## config.mk

```make
export PLATFORM = sky130hd
export DESIGN_NAME = ctt_sqrt_cell
export DESIGN_NICKNAME = d
export VERILOG_FILES = /design/src/hw/rtl/ctt_sqrt_cell.sv
export SDC_FILE = /design/constraint.sdc
export NUM_CORES = 1
export LEC_CHECK = 0
export ABC_AREA = 1
export BUFFER_PORTS_ARGS = -buffer_cell sky130_fd_sc_hd__buf_2
export CAP_MARGIN = 20
export CORE_MARGIN = 4
export CORE_UTILIZATION = 43
export DETAILED_ROUTE_END_ITERATION = 8
export GPL_ROUTABILITY_DRIVEN = 0
export PLACE_DENSITY = 0.77
export SLEW_MARGIN = 5
export SYNTH_ARGS = -nofsm -noshare
export SYNTH_HDL_FRONTEND = slang
export SYNTH_SLANG_ARGS = --single-unit
```

## constraint.sdc

```tcl
create_clock -name aclk -period 3.8 [get_ports aclk]
set_clock_uncertainty 0.1 [all_clocks]
set_input_delay 0 -clock aclk [delete_from_list [all_inputs] [get_ports aclk]]
set_output_delay 0 -clock aclk [all_outputs]
set_load 0.02 [all_outputs]
```

## src/hw/rtl/ctt_sqrt_cell.sv

```systemverilog
// One digit-recurrence square-root cell: one root bit per cell.
// Standalone; chained by the top level.
module ctt_sqrt_cell #(
    parameter int RW     = 25,
    parameter int SIDE_W = 50
) (
    input  logic               aclk,
    input  logic               aresetn,
    input  logic               in_valid,
    output logic               up_ready,
    output logic               out_valid,
    input  logic               down_ready,
    input  logic [2*RW-1:0]    in_n,
    input  logic [RW:0]        in_rem,
    input  logic [RW-1:0]      in_root,
    input  logic [SIDE_W-1:0]  in_side,
    output logic [2*RW-1:0]    out_n,
    output logic [RW:0]        out_rem,
    output logic [RW-1:0]      out_root,
    output logic [SIDE_W-1:0]  out_side
);

    logic              valid_reg;
    logic [2*RW-1:0]   n_reg;
    logic [RW:0]       rem_reg;
    logic [RW-1:0]     root_reg;
    logic [SIDE_W-1:0] side_reg;

    logic [RW+2:0]     hi;
    logic [RW+2:0]     trial;
    logic [RW+2:0]     diff;
    logic              ge;
    logic [RW:0]       rem_next;
    logic [RW-1:0]     root_next;

    // bring down two radicand bits, try subtracting 4*root+1
    always_comb begin
        hi        = {in_rem, in_n[2*RW-1 -: 2]};
        trial     = {1'b0, in_root, 2'b01};
        diff      = hi - trial;
        ge        = (hi >= trial);
        rem_next  = ge ? diff[RW:0] : hi[RW:0];
        root_next = {in_root[RW-2:0], ge};
    end

    assign up_ready  = !valid_reg || down_ready;
    assign out_valid = valid_reg;
    assign out_n     = n_reg;
    assign out_rem   = rem_reg;
    assign out_root  = root_reg;
    assign out_side  = side_reg;

    always_ff @(posedge aclk) begin
        if (!aresetn) begin
            valid_reg <= 1'b0;
        end else if (up_ready) begin
            valid_reg <= in_valid;
        end
    end

    always_ff @(posedge aclk) begin
        if (up_ready) begin
            n_reg    <= {in_n[2*RW-3:0], 2'b00};
            rem_reg  <= rem_next;
            root_reg <= root_next;
            side_reg <= in_side;
        end
    end

endmodule

```

**Word level (Yosys, flattened, before mapping)**

Index checks and enable logic that the tools add are counted.

- Register bits after elaboration: 150
- Output and inout bits: 153

- $add $sub $neg: 1
- Mux-type cells: 1
- $lt $le $gt $ge: 1
- Reductions and logical operators: 2

Operators with widths:

| cell | number |
|---|---|
| $ge A28 B27 Y1 | 1 |
| $mux W26 | 1 |
| $sub A26 B26 Y26 | 1 |
| $logic_not A1 Y1 | 1 |
| $logic_or A1 B1 Y1 | 1 |

**Logic depth before layout (Yosys ltp)**

- Word-level depth: 2
- Mapped depth: 14
- Depth with buffers taken out: 13

**Least setup slack after synthesis**

OpenSTA, ideal clock, no wires.

- Path type: register to register
- Start point: register valid_reg (netlist: out_valid)
- End point: register n_reg[10] (netlist: out_n[10]), enable pin
- Slack: -0.607 ns
- Buffers on the path: 0
- Cell stages (with the launch flop): 2
- Setup time: 1.299 ns
- Arrival time: 3.008 ns
- Period minus slack after synthesis: 4.407 ns
- Cell sequence: dfxtp_1 nand2_1

- Longest elaborated chain between the ends: 2

RTL lines:

| what | line | text |
|---|---|---|
| start: declaration | 23 | `logic valid_reg;` |
| start signal: assignment | 57 | `valid_reg <= in_valid;` |
| $logic_not A1 Y1 | 46 | `assign up_ready = !valid_reg \|\| down_ready;` |
| $logic_or A1 B1 Y1 | 46 |  |
| named net up_ready | 10 | `output logic up_ready,` |
| end signal: assignment | 63 | `n_reg <= {in_n[2*RW-3:0], 2'b00};` |
| end: declaration | 24 | `logic [2*RW-1:0] n_reg;` |

The timed path passes the listed nets, and every way through them passes these cells.
A chain may end at the register's enable or synchronous reset.

**Worst setup path after layout**

- Start point: input in_rem[12]
- End point: register rem_reg[9] (netlist: out_rem[9]) (data pin)

- Longest elaborated chain between the ends: 2

RTL lines:

| what | line | text |
|---|---|---|
| start: declaration | 14 | `input logic [RW:0] in_rem,` |
| $ge A28 B27 Y1 | 41 | `ge = (hi >= trial);` |
| $mux W26 | 42 | `rem_next = ge ? diff[RW:0] : hi[RW:0];` |
| named net rem_next[9] | 33 | `logic [RW:0] rem_next;` |
| end signal: assignment | 64 | `rem_reg <= rem_next;` |
| end: declaration | 25 | `logic [RW:0] rem_reg;` |

The timed path passes the listed nets, and every way through them passes these cells.

==> metrics.txt <==
outcome finished, final reports clean; vias in the first global route 6,502; Cell Area, Synth about 7000 µm²; largest net degree at the start of global routing 152; CP top delay family buffers and inverters; startpoint types input port; sequential area share after synthesis 0.639; Lkg Pwr about 5.4 nW; most frequent cells in the layout 305 x buf_2, 208 x nand2_1, 150 x dlygate4sd3_1; Min-Delay Path Depth 3; Initial DRC Count around 530; reg2reg path depth 2; Max VDD drop approximately 0.33 mV; CTS tree done; crit path to out_rem[9]; Resized cells post-CTS 0; period utilization 0.690; worst r2r src out_valid; CP endpoint kind flop; Post-Synthesis Cells 667; Crit Path Category in2reg; H-tree levels 4; via/cell ratio 4.78; final setup vio count 0; Pwr Density 435 nW/µm²; MaxCap Viol Count 0; Worst R2R Setup Slack 2.20 ns; HP Class in2reg; CP cell instances dlygate4sd3_1 -> buf_2 -> ha_1 -> nand2_2 -> inv_1 -> nand2_1 -> nand2_1 -> nand2_1 -> nand2_1 -> a21oi_4 -> nand3_2 -> buf_4 -> nand2_1 -> o21ai_1; ratio of cells with drive above 1 in the final layout 0.317; total power 4.75 mW; clk buf depth 2; Most common cell on crit path nand2_1; cts bufs inserted 17; Final HPWL DP 15,600 µm; CP startpoint in_rem[12]; worst-skew pair later-pin latency 0.41 ns; WP depth 14; Worst EP required 3.84 ns; nets roughly 1,300; Final ANT Viol Nets 0; # port buffers just over 300; slowest stage cell on the critical path dlygate4sd3_1; Synth Register Bits 150; die area approximately 18,000 µm²; Residual DRC 0; first-pass iteration count of the detailed router 5; setup TNS 0 ns; worst path buffer plus inverter count 4; Initial Utilization 0.441; routed via count around 6,500; RR Endpoint out_side[20]; slew margin rel. 0.609; All-Layer GR Usage 0.258; initial antenna violation count 1; Die Y-Extent 136 µm; Distinct cells, synth 31; Core Region approximately 16,000 µm²; CTS Root Cell clkbuf_16; Largest stage delay, worst path ~0.57 ns; RSZ-0062 raised after global routing false; total gr overflow 0; boundary pin count a little over 300; Worst Tran Pin Value 0.586 ns; synth warn 0; commonest non-fill, non-tap cell in the layout buf_2; Fmax ~0.38 GHz; post-CTS setup buffer count 0; Routed wire per std cell 17.8 µm; Hold Fails Final Rpt 0; syn_area_per_cell ~11 µm²; drt total wl 24,300 µm; CP arrival around 2.7 ns; clock sinks 150; Reg clk slew, reported paths ~0.060 ns; first-pass GRT wire length 36,000 µm; Final min period between 2 and 3 ns; Die Wd around 140 µm; CP max FO 38; Hold Buf Count CTS 150; Layout area overhead 55.2%; Core Rows 46; pins over their slew limit 0
[per-stage QoR]
step | worst slack [ns] | util | hold WS [ns] | instances | cell area, µm²
final | 1.18 | 0.685 | 0.0227 | 1364 | 10900
after floorplan | 0.982 | - | -0.00113 | 668 | 7040
after detailed placement | 1.38 | 0.552 | 0.0783 | 1181 | 8790
after CTS | 1.26 | 0.683 | 0.155 | 1362 | 10900
after global routing | 0.980 | 0.685 | 0.0470 | 1364 | 10900
after global placement | 1.43 | 0.552 | 0.0765 | 1181 | 8790
[cell usage after synthesis]
cell	count	share of area
inv_1	128	0.068
a21oi_1	11	0.0078
clkbuf_1	3	0.0016
nand2_2	4	0.0036
nand3_2	7	0.010
nor3_4	1	0.0023
and2_1	1	0.00089
buf_2	1	0.00071
xnor2_1	1	0.0012
edfxtp_1	149	0.64
nor4_1	1	0.00089
nand4_1	21	0.019
dfxtp_1	1	0.0028
buf_6	3	0.0048
buf_4	2	0.0021
nor2_1	28	0.015
nand4_4	1	0.0030
o21ai_1	4	0.0028
a21oi_4	1	0.0023
o21ai_0	8	0.0057
nor2_2	4	0.0036
conb_1	1	0.00053
inv_2	5	0.0027
nor3_2	2	0.0028
a21boi_0	1	0.0011
nand3_1	22	0.016
ha_1	27	0.048
nand3b_1	6	0.0064
xor2_1	12	0.015
nand2_1	209	0.11
o21bai_1	2	0.0021
[logic make-up (layout without fill, tap and decap cells)]
| kind of cell | count (synthesis) | in the layout | share of synthesized area |
|---|---|---|---|
| simple gates | 307 | 307 | 0.194 |
| flops | 150 | 150 | 0.639 |
| buf+inv | 142 | 621 | 0.0802 |
| fa+ha+maj | 27 | 27 | 0.0480 |
| compound gates | 27 | 27 | 0.0219 |
| xor+xnor | 13 | 13 | 0.0162 |
| other cells | 1 | 3 | 0.000533 |
[power breakdown]
part	switching, mW	internal (mW)
sequential	0.0428	1.99
clock	0.732	0.984
combinational	0.614	0.385
[state kept, by name, summed over array words and instances, names as in the netlist]
signal / flops
out_rem: 26
out_n: 48
out_root: 25
out_side: 50
out_valid: 1
[worst min-delay path by stage]
| stage | start | to | slack [ns] |
|---|---|---|---|
| 6_report | down_ready | out_n[45] | 0.02 |
| 3_3_place_gp | in_side[8] | out_side[8] | 0.08 |
| 3_5_place_dp | in_n[5] | out_n[7] | 0.08 |
| 2_1_floorplan | in_n[8] | out_n[10] | -0.001 |
| 5_1_grt | down_ready | out_n[45] | 0.05 |
| 4_1_cts | in_rem[25] | out_rem[0] | 0.16 |
[cell type report]
| type | count | area [µm²] |
|---|---|---|
| antenna | 1 | 2.50 |
| clock buffer | 17 | 425 |
| clock inverter | 14 | 164 |
| fill | 1164 | 5030 |
| inverter | 133 | 499 |
| multi-input combinational | 376 | 2000 |
| sequential | 150 | 4490 |
| tap | 216 | 270 |
| timing repair buffer | 457 | 3060 |
[routing by layer]
metal | wire [µm] | track usage
met1 | 8950 | 0.288
met5 | 0 | 0
met3 | 1760 | 0.0566
met2 | 12300 | 0.466
met4 | 1260 | 0.124
[worst min-delay path: cells and delay by family]
kind	cells	cell delay, ns
buf+inv	2	0.15
simple gates	1	0.21
Power figures use the tool's default switching activity.
