File: src/hw/rtl/ctt_div_cell.sv
// One restoring-division cell: one quotient bit for both center coordinates.
// Standalone; chained by the top level.
module ctt_div_cell #(
    parameter int DMW    = 27,
    parameter int NMW    = 37,
    parameter int SIDE_W = 27
) (
    input  logic                  aclk,
    input  logic                  aresetn,
    input  logic                  in_valid,
    output logic                  up_ready,
    output logic                  out_valid,
    input  logic                  down_ready,
    input  logic [DMW-1:0]        in_den,
    input  logic [DMW+NMW-1:0]    in_wx,
    input  logic [DMW+NMW-1:0]    in_wy,
    input  logic [SIDE_W-1:0]     in_side,
    output logic [DMW-1:0]        out_den,
    output logic [DMW+NMW-1:0]    out_wx,
    output logic [DMW+NMW-1:0]    out_wy,
    output logic [SIDE_W-1:0]     out_side
);

    // {remainder, dividend} shifts left; quotient bits enter at the bottom.
    function automatic logic [DMW+NMW-1:0] div_step(input logic [DMW+NMW-1:0] w,
                                                    input logic [DMW-1:0] d);
        logic [DMW:0] hi;
        logic [DMW:0] diff;
        hi   = w[DMW+NMW-1 -: DMW+1];
        diff = hi - {1'b0, d};
        if (hi >= {1'b0, d}) begin
            return {diff[DMW-1:0], w[NMW-2:0], 1'b1};
        end
        return {hi[DMW-1:0], w[NMW-2:0], 1'b0};
    endfunction

    logic                 valid_reg;
    logic [DMW-1:0]       den_reg;
    logic [DMW+NMW-1:0]   wx_reg;
    logic [DMW+NMW-1:0]   wy_reg;
    logic [SIDE_W-1:0]    side_reg;

    assign up_ready  = !valid_reg || down_ready;
    assign out_valid = valid_reg;
    assign out_den   = den_reg;
    assign out_wx    = wx_reg;
    assign out_wy    = wy_reg;
    assign out_side  = side_reg;

    always_ff @(posedge aclk) begin
        if (!aresetn) begin
            valid_reg <= 1'b0;
        end else if (up_ready) begin
            valid_reg <= in_valid;
        end
    end

    always_ff @(posedge aclk) begin
        if (up_ready) begin
            den_reg  <= in_den;
            wx_reg   <= div_step(in_wx, in_den);
            wy_reg   <= div_step(in_wy, in_den);
            side_reg <= in_side;
        end
    end

endmodule

File: config.mk
export PLATFORM = sky130hd
export DESIGN_NAME = ctt_div_cell
export DESIGN_NICKNAME = d
export VERILOG_FILES = /design/src/hw/rtl/ctt_div_cell.sv
export SDC_FILE = /design/constraint.sdc
export NUM_CORES = 1
export LEC_CHECK = 0
export ABC_AREA = 1
export BUFFER_PORTS_ARGS = -buffer_cell sky130_fd_sc_hd__buf_2
export CORE_ASPECT_RATIO = 2
export CORE_UTILIZATION = 25
export CTS_CLUSTER_DIAMETER = 30
export CTS_CLUSTER_SIZE = 8
export DETAILED_ROUTE_END_ITERATION = 12
export HOLD_SLACK_MARGIN = 0.06
export PLACE_DENSITY_LB_ADDON = 0.15
export SYNTH_ARGS = -nofsm -noshare
export SYNTH_HDL_FRONTEND = slang
export SYNTH_SLANG_ARGS = --single-unit
File: constraint.sdc
create_clock -name aclk -period 7.9 [get_ports aclk]
set_input_delay 1.58 -clock aclk [delete_from_list [all_inputs] [get_ports aclk]]
set_output_delay 1.58 -clock aclk [all_outputs]
set_load 0.01 [all_outputs]
==> Word-level counts from Yosys, hierarchy flattened <==
Index checks and enable logic that the tools add are counted.
{ "word_totals": {"inputBits": 186, "word_cells": 21, "regBits": 183, "output_inout_bits": 184} }
{ "op_classes": {"reduce_logical": 2, "n_addsub": 2, "mux": 8, "magnitude_cmp": 2} }
{ "op_table": {"columns": ["op", "count"], "rows": [
  ["two-way mux 64 bit", 4],
  ["greater-or-equal comparator 28 x 27 -> 1 bit", 2],
  ["subtractor 27 bit", 2],
  ["two-way mux 1 bit", 4],
  ["zero test 1 bit", 1],
  ["logical OR 1 bit", 1]
]} }

==> Logic depth before layout (Yosys ltp) <==
Gate-level depths: netlist (run 1).
{ "depth": {"ltp_word": 4, "depth_mapped": 14, "mapped_depth_nobuf": 13} }

==> Worst setup path before layout (run 1) <==
Ideal clock, no wire load.
{ "synth_path": {"kind": "in2out", "from": "input port down_ready", "to": "output port up_ready", "path_buffers": 0, "cell_stages": 2, "setup_slack_ps": 805, "required_time_ps": 6320, "arrival_time_ps": 5515, "path_cell_list": "inv_1 -> nand2_1"} }
{ "synth_via": {"elab_chain_cells": 1} }
{ "synth_lines": {"columns": ["element", "line", "source"], "rows": [
  ["start, declared", "13", "input logic down_ready,"],
  ["logical OR 1 bit", "43", "assign up_ready = !valid_reg || down_ready;"],
  ["end, declared", "11", "output logic up_ready,"]
]} }
No other way between the ends.

==> Worst setup path in the final report (run 1) <==
{ "layout_path": {"from": "input port in_den[19]", "to": "register wy_reg[62] (netlist: out_wy[62]), data pin"} }
{ "layout_via": {"elab_chain_cells": 4, "word_cells_on_any_way": 6, "classes_between": "1 x add/sub; 1 x order compare; 4 x mux"} }
{ "layout_lines": {"columns": ["element", "line", "source"], "rows": [
  ["start, declared", "14", "input logic [DMW-1:0] in_den,"],
  ["greater-or-equal comparator 28 x 27 -> 1 bit", "31", "if (hi >= {1'b0, d}) begin"],
  ["two-way mux 1 bit", "31", null],
  ["two-way mux 1 bit", "59", "if (up_ready) begin"],
  ["two-way mux 64 bit *", "34", "return {hi[DMW-1:0], w[NMW-2:0], 1'b0};"],
  ["end signal, assigned", "62", "wy_reg <= div_step(in_wy, in_den);"],
  ["end, declared", "40", "logic [DMW+NMW-1:0] wy_reg;"]
]} }
Every way passes the cells marked *; elsewhere a longest branch is shown, timed or not. The select of a mux whose other input is x is not followed.
A chain may end at the register's enable or synchronous reset.

==> metrics.txt, run 1 <==
Routed WL per cell=19.2 um; Vias=9,570; Critical Path RT=a little over 8 ns; Reg clk slew, reported paths=around 0.070 ns; Synth area leader=edfxtp_1; CTS Buf Count=17; layout cell share with drive strength beyond 1=between 20% and 30%; Final period util=a little over half; worst slack, placed=3.17 ns; largest net degree at the start of global routing=around 140; CTS tree=done; multi-input logic area=just over 4000 um2; HPWL after detailed placement=about 35,000 um; clk_skew=a little under 0.008 ns; switching power=between 800 and 900 uW; H-tree Lvls=4; Synth top area share=between 50% and 60%; pwr/cell area=203 nW/um2; HP Class=register to register; peak supply drop=between 0.15 and 0.2 mV; EDFF count, synth=between 150 and 200; fin nets=1,852; Die Area=43,300 um2; drt first pass iters=5; num rows=between 100 and 150; DIE HEIGHT=293 um; Setup crit end=out_wy[62]$_DFFE_PP_; Longest Clk Path Bufs=2; post-route core utilization=between 30% and 40%; final worst setup slack=roughly 3.6 ns; r2r setup slk=5.85 ns; largest cells by area after synthesis=edfxtp_1 52%, nand2_1 15%, inv_1 8.9%; Cells after Synth=1,236; RSZ-0062 raised after global routing=no; max-cap violation count=0; startpoint types=primary input; GRT Overall Usage=19.2%; first-pass GRT wire length=~60,000 um; Async SR Flop Fraction=0%; switching share of power=between 30% and 40%; Starting Density=around a quarter; FF+latch area=~5500 um2; RD Place Congestion=slightly above 0.9; CTS sink count=183; CTS root buffer=clkbuf_16; setup_tns=0 ns; Setup Crit Path Kind=primary input to register; reg2reg path depth=2; setup bufs post-CTS=0; CORE AREA=roughly 42,000 um2; Final Setup Violations=0; crit path DAT=approximately 4.5 ns; vias in the first global route=roughly 10,000; Most used DFF post-synth=edfxtp_1; Final Max Slew Viols=0; Comb power frac=a little under a quarter; Seq pwr share=44.3%; Worst setup EP type=register; drt drc=0; Fmax=about 0.23 GHz; final-report hold violation count=0; Final Instance Area=between 10,000 and 15,000 um2; Post-CTS Hold Buffers=0; Clk pwr share=a little under a third; I/O Buffers=~370; crit-path max FO=40; detail-routed via count per cell=between 4 and 5; Antenna Nets Post-Route=0; unique cell type count in the Yosys netlist=31; YS warnings=0; initial antenna violation count=3; worst r2r dst=out_den[26]$_DFFE_PP_; reg2reg start=out_valid$_SDFFE_PN0P_; Critical Path Source=in_den[19]; Post-Syn Area=roughly 11,000 um2; sequential area share after synthesis=51.7%; minimum hold slack=~1.1 ns; Worst-Margin Slew=a little under 0.9 ns; Die W=148 um; Leak=slightly above 0.007 uW; fill count=about 4,500; #FFs+latches synth=between 150 and 200; post-synth net total=1,478; Congestion Overflow GR=0; Layout area overhead=28.4%; Slew headroom=41.5%; min cycle time layout=4.28 ns; top-level I/O count=370; Resized cells post-CTS=0; Clock Latency Late Sink=0.45 ns; Mean Syn Cell Area=8.58 um2; dpl cell area=approximately 13,000 um2; Pint=between 1500 and 2000 uW; Routed WL=~41,000 um; status=finished clean; First DRT Iteration DRCs=just over 300
==> worst min path at each step <==
stage,start,end,slack [ns],depth (start not counted)
2_1_floorplan,in_den[0],out_den[0]$_DFFE_PP_,1.68,0
3_3_place_gp,out_valid$_SDFFE_PN0P_,out_wx[24]$_DFFE_PP_,1.11,1
3_5_place_dp,out_valid$_SDFFE_PN0P_,out_wx[24]$_DFFE_PP_,1.12,1
4_1_cts,out_valid$_SDFFE_PN0P_,out_wx[24]$_DFFE_PP_,1.14,1
5_1_grt,out_valid$_SDFFE_PN0P_,out_wx[6]$_DFFE_PP_,1.17,1
6_report,out_valid$_SDFFE_PN0P_,out_wx[6]$_DFFE_PP_,1.09,1
==> per-layer routing <==
metal | wire (um) | GRT usage (%) | up-vias
met4 | 2910 | 14.3 | 2
li1 | - | - | 4700
met5 | 11 | 0 | -
met3 | 2020 | 3.01 | 102
met1 | 12800 | 15.8 | 4397
met2 | 23700 | 39.2 | 369
==> synthesized netlist by cell type (3+ instances only) <==
library cell,count
edfxtp_1,182
nand4_1,42
inv_1,252
xor2_1,28
nor2_1,73
ha_1,54
o21ai_1,24
buf_2,4
nand3_2,4
buf_6,8
nor2_2,3
nand3_1,66
a21oi_1,26
nand2_1,433
nand2_2,3
nand3b_1,8
==> final cells by class <==
cell class / count / share of cell area [%]
Antenna cell: 1 / 0.0184
Clock buffer: 18 / 3.15
Clock inverter: 12 / 1.08
Inverter: 252 / 6.95
Multi-Input combinational cell: 786 / 29.8
Sequential cell: 183 / 40.3
Tap cell: 540 / 4.96
Timing Repair Buffer: 370 / 13.7
==> flip-flops by register name, summed over array words and instances (netlist names) <==
register   cells
out_wx        64
out_valid      1
out_den       27
out_side      27
out_wy        64
==> power by group through the flow <==
stage	registers [uW]	clock network (uW)	logic, uW
2_1_floorplan	1300	0	310
3_3_place_gp	1250	0	665
3_5_place_dp	1250	0	664
4_1_cts	1230	907	666
5_1_grt	1230	937	724
6_report	1220	880	655
==> cell families (layout without fill, tap and decap cells) <==
| family | Yosys count | count (layout) | synth area share (%) |
|---|---|---|---|
| AO/OA/AOI/OAI | 55 | 55 | 2.88 |
| XOR/XNOR | 30 | 30 | 2.48 |
| adder cells (fa/ha/maj) | 56 | 56 | 6.75 |
| buffers and inverters | 267 | 652 | 10.1 |
| flip-flops | 183 | 183 | 51.7 |
| other | 0 | 1 | 0 |
| AND/OR/NAND/NOR | 645 | 645 | 26.1 |
==> placed cells by master (no fill, tap or decap), types with 8 or more instances in the layout <==
cell	synthesis	final
nand3_1	66	66
buf_2	4	369
nand3b_1	8	8
nand4_1	42	42
clkbuf_16	0	17
nor2_1	73	73
nand2_1	433	432
inv_1	252	252
xor2_1	28	28
edfxtp_1	182	182
a21oi_1	26	26
ha_1	54	54
o21ai_1	24	24
==> through the flow <==
stage               power [uW]  std cells
floorplan                 1610       1236
global placement          1910       2131
detailed placement        1910       2131
CTS                       2800       2161
global route              2890       2162
finish                    2760       2162
==> worst max-delay path, cell delays in order <==
cell and delay, ns:
buf_2 0.12, inv_1 0.07, ha_1 0.39, nand2_1 0.15, inv_1 0.05, nand2_1 0.07
nand2_1 0.08, inv_1 0.06, nand2_1 0.09, a21oi_4 0.42, nand3_2 0.78, nand3_1 0.49
nand2_1 0.09
No activity file was read; power rests on OpenSTA's default activity.
==> run 2: changes to the inputs <==
==> constraint.sdc (replaced) <==
create_clock -name aclk -period 3.9 [get_ports aclk]
set_input_delay 0.78 -clock aclk [delete_from_list [all_inputs] [get_ports aclk]]
set_output_delay 0.78 -clock aclk [all_outputs]
set_load 0.01 [all_outputs]
==> run 2 against run 1 <==
Net effect: global-route usage decreased by 0.63 points; wire length down 3.5%; hold slack worse by 0.59 ns; die area is the same; via count shrank 1.3%; utilization increased by 0.22 points; clock power up 97%; sequential power rose by 100%; power increased by 100%; critical path depth up 1; largest cell class unchanged; highest routed layer unchanged.
==> metrics.txt, run 2 (synthesized netlist as in run 1, its figures left out) <==
status=finished clean (unchanged); Vias=9,450 (was 9,570); DIE HEIGHT=293 um (unchanged); largest net degree at the start of global routing=69 (was 137); Worst-Margin Slew=0.611 ns (was 0.877 ns); Final Setup Violations=0 (unchanged); setup bufs post-CTS=0 (unchanged); Layout area overhead=29.2% (was 28.4%); Clock Latency Late Sink=0.47 ns (was 0.45 ns); Resized cells post-CTS=0 (unchanged); peak supply drop=0.263 mV (was 0.154 mV); Die W=148 um (unchanged); CTS Buf Count=17 (unchanged); pwr/cell area=404 nW/um2 (was 203 nW/um2); minimum hold slack=0.500 ns (was 1.09 ns); setup_tns=0 ns (unchanged); Reg clk slew, reported paths=0.07 ns (about the same); Die Area=43,300 um2 (unchanged); Routed WL per cell=18.4 um (was 19.2 um); HP Class=primary input to register (was register to register); first-pass GRT wire length=57,400 um (was 58,900 um); switching power=1740 uW (was 869 uW); HPWL after detailed placement=33,900 um (was 34,700 um); switching share of power=31.5% (about the same); CTS root buffer=clkbuf_16 (unchanged); I/O Buffers=369 (unchanged); Starting Density=25.4% (unchanged); Hold Path Sink=out_wy[10]$_DFFE_PP_ (was out_wx[6]$_DFFE_PP_); Comb power frac=24.0% (was 23.8%); Setup Crit Path Kind=primary input to register (unchanged); Congestion Overflow GR=0 (unchanged); worst r2r dst=out_wy[46]$_DFFE_PP_ (was out_den[26]$_DFFE_PP_); crit-path max FO=35 (was 40); Final period util=72.3%; Critical Path RT=4.11 ns (was 8.09 ns); r2r setup slk=2.07 ns (was 5.85 ns); vias in the first global route=9,809 (was 9,928); Final Max Slew Viols=0 (unchanged); CTS sink count=183 (unchanged); drt drc=0 (unchanged); most common cell after layout, fill and taps aside=nand2_1 (unchanged); Longest Clk Path Bufs=2 (unchanged); Worst setup EP type=register (unchanged); startpoint types=primary input (unchanged); clk_skew=0.0208 ns (was 0.00781 ns); Seq pwr share=44.7% (was 44.3%); Slew headroom=59.3% (was 41.5%); Cells after DPL=2,141 (was 2,131); Post-CTS Hold Buffers=0 (unchanged); Fmax=0.355 GHz; CORE AREA=41,800 um2 (unchanged); initial antenna violation count=2 (was 3); RD Place Congestion=0.884 (was 0.936); layout cell share with drive strength beyond 1=26.5% (was 25.9%); CTS tree=done (unchanged); num rows=106 (unchanged); Leak=0.00718 uW (was 0.00714 uW); post-route core utilization=32.8% (was 32.6%); Clk pwr share=31.3% (was 31.9%); fin cells=2,174 (was 2,162); RSZ-0062 raised after global routing=no (unchanged); Min-Delay Path Depth=1 (unchanged); max-cap violation count=0 (unchanged); Routed WL=40,000 um (was 41,400 um); fill count=4,561 (was 4,521); final-report hold violation count=0 (unchanged); drt first pass iters=4 (was 5); crit path DAT=3.02 ns (was 4.47 ns); GRT Overall Usage=18.5% (was 19.2%); Critical Path Source=in_wy[36] (was in_den[19]); reg2reg start=out_valid$_SDFFE_PN0P_ (unchanged); Power, Total=5530 uW (was 2760 uW); Antenna Nets Post-Route=0 (unchanged); fin nets=1,862 (was 1,852); H-tree Lvls=4 (unchanged); min cycle time layout=between 2 and 3 ns; commonest cells after routing, fill and taps aside=432 x nand2_1, 369 x buf_2, 252 x inv_1 (unchanged); hold wc startpoint=in_wy[9] (was out_valid$_SDFFE_PN0P_); top-level I/O count=370 (unchanged); First DRT Iteration DRCs=357 (was 308); reg2reg path depth=2 (unchanged); detail-routed via count per cell=4.35 (was 4.43); Pint=3790 uW (was 1890 uW)
==> run 2: layout make-up <==
type	count	area, um2	share of cell area, %
multi-input cells	786	4070	29.7
diodes	1	2.50	0.0183
well taps	540	676	4.93
repair buffers	380	1950	14.3
inverters	252	946	6.90
flip-flops and latches	183	5490	40.0
clock inverters	13	139	1.01
clock buffers	19	433	3.16
==> run 2: worst max-delay path by stage <==
stage / to / slack (ns) / cells past startpoint
6_report: out_wy[41]$_DFFE_PP_ / 1.08 / 14
5_1_grt: out_wy[41]$_DFFE_PP_ / 0.91 / 14
4_1_cts: out_wy[41]$_DFFE_PP_ / 1.08 / 14
3_5_place_dp: out_wy[41]$_DFFE_PP_ / 0.58 / 14
3_3_place_gp: out_wy[61]$_DFFE_PP_ / 0.60 / 14
2_1_floorplan: up_ready / 0.11 / 2
==> run 2: worst max-delay path, cell delays in order <==
cell     delay, ns
buf_2         0.09
inv_1         0.08
ha_1          0.21
fa_1          0.23
inv_1         0.09
nand3_1       0.07
nand3_1       0.16
nand2_1       0.13
nand3_2       0.15
nand2_2       0.34
nand3_2       0.24
buf_12        0.25
nand2_1       0.10
o21ai_1       0.06
==> run 2: through the flow <==
step	setup WS, ns	instance area [um2]
3_3_place_gp	0.599	13100
2_1_floorplan	0.108	10600
6_report	1.08	13700
4_1_cts	1.08	13700
3_5_place_dp	0.578	13100
5_1_grt	0.914	13700
==> run 2: per-layer routing <==
metal,vias to the layer above,wire [um],track usage (%)
li1,4714,-,-
met1,4319,12500,15.3
met2,342,23200,38.6
met3,73,1990,3.31
met4,2,2270,11.6
met5,-,13,0
==> run 2: power by group through the flow <==
stage	logic, uW	registers, uW	clock network (uW)
after floorplan	628	2630	0
after global placement	1350	2520	0
after detailed placement	1350	2520	0
after CTS	1350	2480	1790
after global routing	1470	2490	1860
final	1330	2470	1730
